<file path="config.mk">
export PLATFORM = sky130hd
export DESIGN_NAME = rbd_ctrl
export DESIGN_NICKNAME = d
export VERILOG_FILES = /design/src/rtl/core/rbd_pkg.sv /design/src/rtl/core/rbd_ctrl.sv
export SDC_FILE = /design/constraint.sdc
export NUM_CORES = 1
export LEC_CHECK = 0
export BUFFER_PORTS_ARGS = -buffer_cell sky130_fd_sc_hd__clkbuf_2
export CAP_MARGIN = 20
export CELL_PAD_IN_SITES_DETAIL_PLACEMENT = 0
export CELL_PAD_IN_SITES_GLOBAL_PLACEMENT = 2
export CORE_ASPECT_RATIO = 1.2
export CORE_UTILIZATION = 39
export DETAILED_ROUTE_END_ITERATION = 6
export PLACE_DENSITY = 0.89
export RECOVER_POWER = 100
export SYNTH_ARGS = -nofsm -noshare
export SYNTH_HDL_FRONTEND = slang
export SYNTH_SLANG_ARGS = --single-unit
export TNS_END_PERCENT = 30
</file>
<file path="constraint.sdc">
create_clock -name clock -period 9.5 [get_ports clock]
set_input_delay 1.425 -clock clock [delete_from_list [all_inputs] [get_ports clock]]
set_output_delay 1.425 -clock clock [all_outputs]
set_load 0.01 [all_outputs]
</file>
<file path="src/rtl/core/rbd_pkg.sv">
`default_nettype none

package rbd_pkg;

   localparam int unsigned FUNC_W  = 4;
   localparam int unsigned POS_W   = 10;
   localparam int unsigned VALUE_W = 64;
   localparam int unsigned STAT_W  = 3;
   localparam int unsigned COUNT_W = 11;

   typedef enum logic [FUNC_W-1:0] {
      FN_PUSH_BACK  = 4'd0,
      FN_POP_BACK   = 4'd1,
      FN_PUSH_FRONT = 4'd2,
      FN_POP_FRONT  = 4'd3,
      FN_READ       = 4'd4,
      FN_WRITE      = 4'd5,
      FN_CLEAR      = 4'd6,
      FN_FIND       = 4'd7,
      FN_REVERSE    = 4'd8
   } rbd_func_type;

   typedef enum logic [STAT_W-1:0] {
      STAT_OK        = 3'd0,
      STAT_EMPTY     = 3'd1,
      STAT_FULL      = 3'd2,
      STAT_RANGE     = 3'd3,
      STAT_NOT_FOUND = 3'd4
   } rbd_status_type;

   typedef enum logic [3:0] {
      ST_IDLE,
      ST_EXEC,
      ST_RD_WAIT,
      ST_FIND,
      ST_REV_A,
      ST_REV_B,
      ST_REV_WA,
      ST_REV_WB,
      ST_DONE
   } rbd_state_type;

   typedef struct packed {
      logic [VALUE_W-1:0] item_value;
      logic [POS_W-1:0]   position;
      rbd_func_type       func;
   } rbd_request_type;

   typedef struct packed {
      logic [COUNT_W-1:0] count;
      rbd_status_type     status;
      logic [POS_W-1:0]   found_position;
      logic [VALUE_W-1:0] read_value;
   } rbd_result_type;

endpackage

`default_nettype wire

</file>
<file path="src/rtl/core/rbd_ctrl.sv">
`default_nettype none

module rbd_ctrl
   import rbd_pkg::*;
#(
   parameter int unsigned CAPACITY      = 1024,
   parameter int unsigned ELEMENT_WIDTH = 64
) (
   input  logic                        clock,
   input  logic                        reset,
   input  logic                        req_valid,
   output logic                        req_ready,
   input  rbd_request_type             req,
   output logic                        res_valid,
   input  logic                        res_ready,
   output rbd_result_type              res,
   output logic                        mem_wr_en,
   output logic [$clog2(CAPACITY)-1:0] mem_wr_addr,
   output logic [ELEMENT_WIDTH-1:0]    mem_wr_data,
   output logic                        mem_rd_en,
   output logic [$clog2(CAPACITY)-1:0] mem_rd_addr,
   input  logic [ELEMENT_WIDTH-1:0]    mem_rd_data
);

   localparam int unsigned AW = $clog2(CAPACITY);
   localparam int unsigned CW = $clog2(CAPACITY + 1);
   localparam int unsigned IW = (CW > POS_W) ? CW : POS_W;

   rbd_state_type state_ff, state_in;

   logic [AW-1:0]            head_ff, head_in;
   logic [CW-1:0]            count_ff, count_in;
   rbd_func_type             func_ff, func_in;
   logic [POS_W-1:0]         pos_ff, pos_in;
   logic [ELEMENT_WIDTH-1:0] val_ff, val_in;
   logic [CW-1:0]            lo_ff, lo_in;
   logic [CW-1:0]            hi_ff, hi_in;
   logic                     cmp_valid_ff, cmp_valid_in;
   logic [CW-1:0]            cmp_idx_ff, cmp_idx_in;
   logic [ELEMENT_WIDTH-1:0] tmp_ff, tmp_in;
   logic [VALUE_W-1:0]       res_value_ff, res_value_in;
   logic [POS_W-1:0]         res_found_ff, res_found_in;
   rbd_status_type           res_status_ff, res_status_in;

   logic is_full;
   logic is_empty;
   logic out_of_range;
   logic find_hit;
   logic rev_more;

   // (head + logical) mod capacity; the sum stays below twice the capacity
   function automatic logic [AW-1:0] slot_of(input logic [AW-1:0] head,
                                             input logic [CW-1:0] logical);
      logic [CW:0] sum;
      sum = (CW+1)'(head) + (CW+1)'(logical);
      if (sum >= (CW+1)'(CAPACITY)) begin
         sum = sum - (CW+1)'(CAPACITY);
      end
      return AW'(sum);
   endfunction

   assign is_full      = (count_ff == CW'(CAPACITY));
   assign is_empty     = (count_ff == '0);
   assign out_of_range = (IW'(pos_ff) >= IW'(count_ff));
   assign find_hit     = cmp_valid_ff && (mem_rd_data == val_ff);
   assign rev_more     = ((lo_ff + CW'(1)) < (hi_ff - CW'(1)));

   // next state
   always_comb begin
      state_in = state_ff;
      unique case (state_ff)
         ST_IDLE: begin
            if (req_valid) begin
               state_in = ST_EXEC;
            end
         end
         ST_EXEC: begin
            unique case (func_ff)
               FN_POP_BACK, FN_POP_FRONT: state_in = is_empty ? ST_DONE : ST_RD_WAIT;
               FN_READ:    state_in = out_of_range ? ST_DONE : ST_RD_WAIT;
               FN_FIND:    state_in = out_of_range ? ST_DONE : ST_FIND;
               FN_REVERSE: state_in = (count_ff > CW'(1)) ? ST_REV_A : ST_DONE;
               default:    state_in = ST_DONE;
            endcase
         end
         ST_RD_WAIT: state_in = ST_DONE;
         ST_FIND: begin
            if (find_hit || (lo_ff >= count_ff)) begin
               state_in = ST_DONE;
            end
         end
         ST_REV_A:  state_in = ST_REV_B;
         ST_REV_B:  state_in = ST_REV_WA;
         ST_REV_WA: state_in = ST_REV_WB;
         ST_REV_WB: state_in = rev_more ? ST_REV_A : ST_DONE;
         ST_DONE: begin
            if (res_ready) begin
               state_in = ST_IDLE;
            end
         end
         default: state_in = ST_IDLE;
      endcase
   end

   // outputs and datapath
   always_comb begin
      req_ready     = 1'b0;
      res_valid     = 1'b0;
      mem_wr_en     = 1'b0;
      mem_wr_addr   = '0;
      mem_wr_data   = val_ff;
      mem_rd_en     = 1'b0;
      mem_rd_addr   = '0;
      head_in       = head_ff;
      count_in      = count_ff;
      func_in       = func_ff;
      pos_in        = pos_ff;
      val_in        = val_ff;
      lo_in         = lo_ff;
      hi_in         = hi_ff;
      cmp_valid_in  = cmp_valid_ff;
      cmp_idx_in    = cmp_idx_ff;
      tmp_in        = tmp_ff;
      res_value_in  = res_value_ff;
      res_found_in  = res_found_ff;
      res_status_in = res_status_ff;

      unique case (state_ff)
         ST_IDLE: begin
            req_ready     = 1'b1;
            func_in       = req.func;
            pos_in        = req.position;
            val_in        = req.item_value[ELEMENT_WIDTH-1:0];
            res_value_in  = '0;
            res_found_in  = '0;
            res_status_in = STAT_OK;
         end
         ST_EXEC: begin
            unique case (func_ff)
               FN_PUSH_BACK: begin
                  if (is_full) begin
                     res_status_in = STAT_FULL;
                  end else begin
                     mem_wr_en   = 1'b1;
                     mem_wr_addr = slot_of(head_ff, count_ff);
                     count_in    = count_ff + CW'(1);
                  end
               end
               FN_POP_BACK: begin
                  if (is_empty) begin
                     res_status_in = STAT_EMPTY;
                  end else begin
                     mem_rd_en   = 1'b1;
                     mem_rd_addr = slot_of(head_ff, count_ff - CW'(1));
                     count_in    = count_ff - CW'(1);
                  end
               end
               FN_PUSH_FRONT: begin
                  if (is_full) begin
                     res_status_in = STAT_FULL;
                  end else begin
                     head_in     = (head_ff == '0) ? AW'(CAPACITY - 1) : head_ff - AW'(1);
                     mem_wr_en   = 1'b1;
                     mem_wr_addr = head_in;
                     count_in    = count_ff + CW'(1);
                  end
               end
               FN_POP_FRONT: begin
                  if (is_empty) begin
                     res_status_in = STAT_EMPTY;
                  end else begin
                     mem_rd_en   = 1'b1;
                     mem_rd_addr = head_ff;
                     head_in     = slot_of(head_ff, CW'(1));
                     count_in    = count_ff - CW'(1);
                  end
               end
               FN_READ: begin
                  if (out_of_range) begin
                     res_status_in = STAT_RANGE;
                  end else begin
                     mem_rd_en   = 1'b1;
                     mem_rd_addr = slot_of(head_ff, CW'(pos_ff));
                  end
               end
               FN_WRITE: begin
                  if (out_of_range) begin
                     res_status_in = STAT_RANGE;
                  end else begin
                     mem_wr_en   = 1'b1;
                     mem_wr_addr = slot_of(head_ff, CW'(pos_ff));
                  end
               end
               FN_CLEAR: begin
                  head_in  = '0;
                  count_in = '0;
               end
               FN_FIND: begin
                  if (out_of_range) begin
                     res_status_in = STAT_NOT_FOUND;
                  end
                  lo_in        = CW'(pos_ff);
                  cmp_valid_in = 1'b0;
               end
               FN_REVERSE: begin
                  lo_in = '0;
                  hi_in = count_ff - CW'(1);
               end
               default: begin
               end
            endcase
         end
         ST_RD_WAIT: begin
            res_value_in = VALUE_W'(mem_rd_data);
         end
         ST_FIND: begin
            // one read issued per cycle, compared as its data returns
            if (find_hit) begin
               res_found_in = POS_W'(cmp_idx_ff);
            end else if (lo_ff < count_ff) begin
               mem_rd_en    = 1'b1;
               mem_rd_addr  = slot_of(head_ff, lo_ff);
               cmp_valid_in = 1'b1;
               cmp_idx_in   = lo_ff;
               lo_in        = lo_ff + CW'(1);
            end else begin
               res_status_in = STAT_NOT_FOUND;
            end
         end
         ST_REV_A: begin
            mem_rd_en   = 1'b1;
            mem_rd_addr = slot_of(head_ff, lo_ff);
         end
         ST_REV_B: begin
            mem_rd_en   = 1'b1;
            mem_rd_addr = slot_of(head_ff, hi_ff);
            tmp_in      = mem_rd_data;
         end
         ST_REV_WA: begin
            mem_wr_en   = 1'b1;
            mem_wr_addr = slot_of(head_ff, lo_ff);
            mem_wr_data = mem_rd_data;
         end
         ST_REV_WB: begin
            mem_wr_en   = 1'b1;
            mem_wr_addr = slot_of(head_ff, hi_ff);
            mem_wr_data = tmp_ff;
            lo_in       = lo_ff + CW'(1);
            hi_in       = hi_ff - CW'(1);
         end
         ST_DONE: begin
            res_valid = 1'b1;
         end
         default: begin
         end
      endcase
   end

   assign res.read_value     = res_value_ff;
   assign res.found_position = res_found_ff;
   assign res.status         = res_status_ff;
   assign res.count          = COUNT_W'(count_ff);

   always_ff @(posedge clock) begin
      if (reset) begin
         state_ff <= ST_IDLE;
         head_ff  <= '0;
         count_ff <= '0;
      end else begin
         state_ff <= state_in;
         head_ff  <= head_in;
         count_ff <= count_in;
      end
   end

   always_ff @(posedge clock) begin
      func_ff       <= func_in;
      pos_ff        <= pos_in;
      val_ff        <= val_in;
      lo_ff         <= lo_in;
      hi_ff         <= hi_in;
      cmp_valid_ff  <= cmp_valid_in;
      cmp_idx_ff    <= cmp_idx_in;
      tmp_ff        <= tmp_in;
      res_value_ff  <= res_value_in;
      res_found_ff  <= res_found_in;
      res_status_ff <= res_status_in;
   end

endmodule

`default_nettype wire

</file>
==> reports/metrics.cfg <==
[status]
result_of_the_run = complete, but fails checks
failed_checks = max-capacitance violations, max-slew violations

[placement]
preCtsSetupSlack_ns = 4.120
numPortBuffers = 321
gp_congestion = 0.9287
placed_cells_incl_taps = 2354
post_dp_cell_area_mm2 = 0.01860
dp_hpwl_um = 42190

[floorplan]
dieHeight_um = 227.0
design.die.area_mm2 = 0.04303
floorplan.die.width_um = 189.5
floorplan.rows = 82
initial_cell_density_of_the_core_pct = 39.51
top_level_ports = 322
core_region_area_mm2 = 0.04166

[clock_network]
worstSkewPairLatency_ns = 0.57
number_of_buffers_added_by_the_clock_tree_synthesis_step = 31
clock_tree_from_tritoncts = done
clock-root-buffer = sky130_fd_sc_hd__clkbuf_16
clkSlewWorstSetupHoldPaths_ns = 0.06
max-clock-path-buffers = 3
cts_hold_buffers = 0
postCtsResizedCells = 0
numClockSinks = 277
htreeDepth = 1
cts_setup_buffers = 0

[global_route]
first_global_vias = 12850
grt_antenna_before_repair = 3
pin_count_of_the_biggest_net_entering_global_routing = 84
grt_pass1_wl_um = 81760
globalRouteTotalUtil_pct = 25.45
final_global_route_overflow_total = 0

[drt]
wire_length_per_cell_um = 23.24
drt-initial-drc-count = 1017
vias_per_cell = 5.554
detailroute.wirelength.met3_um = 4471
wl_met2_um = 27030
dr.max_layer_used = met5
wl_met1_um = 22530
vias = 13410
count_of_tritonroute_iterations_in_the_first_routing_pass = 5
remaining_drc_errors = 0
wl_um = 56120
antenna_left = 0

[power_and_ir_drop]
total_power_consumption_of_the_routed_design_mw = 3.226
power-per-cell-area_mw_per_mm2 = 167.9
ir_drop_mv = 0.1102
power_leakage_nw = 7.208

[layout]
most_frequent_cells_in_the_layout = sky130_fd_sc_hd__clkbuf_1 (255), sky130_fd_sc_hd__edfxtp_1 (252), sky130_fd_sc_hd__nand2_1 (145)
layout.cells.most_common = sky130_fd_sc_hd__clkbuf_1
postLayoutCellArea_mm2 = 0.01921
final_core_utilization_pct = 46.12
share_of_layout_cells_above_drive_strength_1_pct = 8.891
num-nets-final = 2078
finalNonFillerCells = 2415
area.growth.synth_to_final_pct = 16.72

[synthesis]
syn_nets = 1779
synth_enable_flop_cells = 252
synthesis.area_per_instance_um2 = 10.67
synth_cells = 1543
synth-seq-area-share_pct = 49.02
post_synth_num_cell_types = 91
asyncSetResetFlopFracSynth_pct = 0
yosysWarningCount = 0
ys_dominant_reg_cell = sky130_fd_sc_hd__edfxtp_1
syn_area_mm2 = 0.01646
ys_ff_latch = 277

[timing]
finalWorstPathRequiredPeriod_ns = 7.311
timing.final.ws_setup_ns = 2.189
post-route-period-util_pct = 76.96
final.setup_skew_ns = 0.008223
timing.max_slew.rel_slack_pct = -184.1
final-max-slew-violation-count = 266
hold_slack_ns = 0.5133
max_slew.worst_pin.slew_ns = 4.262
setup_total_negative_slack_ns = 0
setup_viols_final = 0
rsz_0062_raised_after_global_routing = false
hold_viol_final = 0
fmax_mhz = 136.8

[worst_setup_path]
timing.critical_path.slowest_stage_cell = sky130_fd_sc_hd__clkbuf_1
timing.rr.start = state_ff[0]
worst_r2r_path_depth = 3
setup.worst_path.end_class = output port
setup.worst_path.end = mem_wr_data[35]
critical_path_peak_fanout = 40
critPathTopFamily = buffers and inverters
chain_of_cells_forming_the_critical_path = clkbuf_1, mux2i_1, o21ai_0, clkbuf_1
cp_data_arrival_time_ns = 5.89
critical_path.n_buffers_inverters = 2
crit_start = state_ff[0]
timing.critical_path.slowest_cell_delay_ns = 2.43
cp_common_cell = sky130_fd_sc_hd__clkbuf_1
crit-reg2reg-capture = tmp_ff[15]
worst_ep_required_time_ns = 8.08
crit_cells = 4
setup.worst_path.class = flop to output port
cp-start-kind = flop
r2r_setup_slack_ns = 2.44

[min_path]
start_point_of_the_worst_min_delay_path = cmp_idx_ff[0]
worst_hold_path_type = flop to flop

[job]
number_of_maximum_capacitance_violations = 6

cells by family (layout without fill, tap and decap cells):
family,count (synthesis),after routing,synth area share (%)
DFF,277,277,49.02
buffers and inverters,131,455,3.353
other,0,2,0
AOI/OAI and AO/OA,346,346,14.22
and+or+nand+nor,502,502,15.30
adders and majority gates,90,90,7.070
muxes,73,73,4.440
xor gates and xnor gates,124,124,6.599
metal layers:
layer	GRT usage [%]	vias to the layer above
li1	-	6313
met4	10.15	2
met1	31.39	6458
met2	43.59	541
met3	5.041	99
met5	0	-
cells in the mapped netlist, types with 13 or more instances:
cell type / count / area (µm²)
sky130_fd_sc_hd__xnor2_1: 66 / 578.1
sky130_fd_sc_hd__a22o_1: 13 / 113.9
sky130_fd_sc_hd__o221ai_1: 13 / 113.9
sky130_fd_sc_hd__nor2_1: 101 / 379.1
sky130_fd_sc_hd__ha_1: 85 / 1064
sky130_fd_sc_hd__a21oi_1: 73 / 365.4
sky130_fd_sc_hd__nand2b_1: 17 / 106.4
sky130_fd_sc_hd__nand4_1: 15 / 93.84
sky130_fd_sc_hd__edfxtp_1: 252 / 7567
sky130_fd_sc_hd__mux2i_1: 73 / 730.7
sky130_fd_sc_hd__o21ai_0: 104 / 520.5
sky130_fd_sc_hd__nand3_1: 45 / 225.2
sky130_fd_sc_hd__nor3_1: 33 / 165.2
sky130_fd_sc_hd__inv_1: 55 / 206.5
sky130_fd_sc_hd__and2_1: 77 / 481.7
sky130_fd_sc_hd__xor2_1: 58 / 508.0
sky130_fd_sc_hd__nor4_1: 19 / 118.9
sky130_fd_sc_hd__clkbuf_1: 45 / 168.9
sky130_fd_sc_hd__dfxtp_1: 25 / 500.5
sky130_fd_sc_hd__buf_2: 16 / 80.08
sky130_fd_sc_hd__nand2_1: 145 / 544.3
flip-flops by register name, summed over array words and instances (netlist names):
register and cells:
head_ff 10, res_value_ff 64, tmp_ff 64, res_status_ff 3, val_ff 64, state_ff 4, cmp_idx_ff 10, pos_ff 10
hi_ff 11, count_ff 11, res_found_ff 10, cmp_valid_ff 1, func_ff 4, lo_ff 11
worst min path at each step:
stage	end	slack, ns	depth (start not counted)
after global routing	res_found_ff[1]	0.52	1
after CTS	res_found_ff[1]	0.52	1
after detailed placement	res_found_ff[1]	0.51	1
after global placement	res_found_ff[9]	0.50	1
final	res_found_ff[0]	0.51	1
after floorplan	cmp_idx_ff[5]	0.48	0
report_power, final:
group	switching, mW	internal (mW)	total [mW]
clock	0.507	0.680	1.19
combinational	0.351	0.190	0.541
sequential	0.0650	1.43	1.50
total	0.923	2.30	3.23
area by class of cell:
cell class,instances,area [µm²]
Timing Repair Buffer,340,1406
Tap cell,546,683.2
Antenna cell,2,5.005
Fill cell,4094,22440
Clock buffer,34,787.0
Clock inverter,24,210.2
Sequential cell,277,8068
Multi-Input combinational cell,1135,7836
Inverter,57,215.2
No activity file was read; power rests on OpenSTA's default activity.
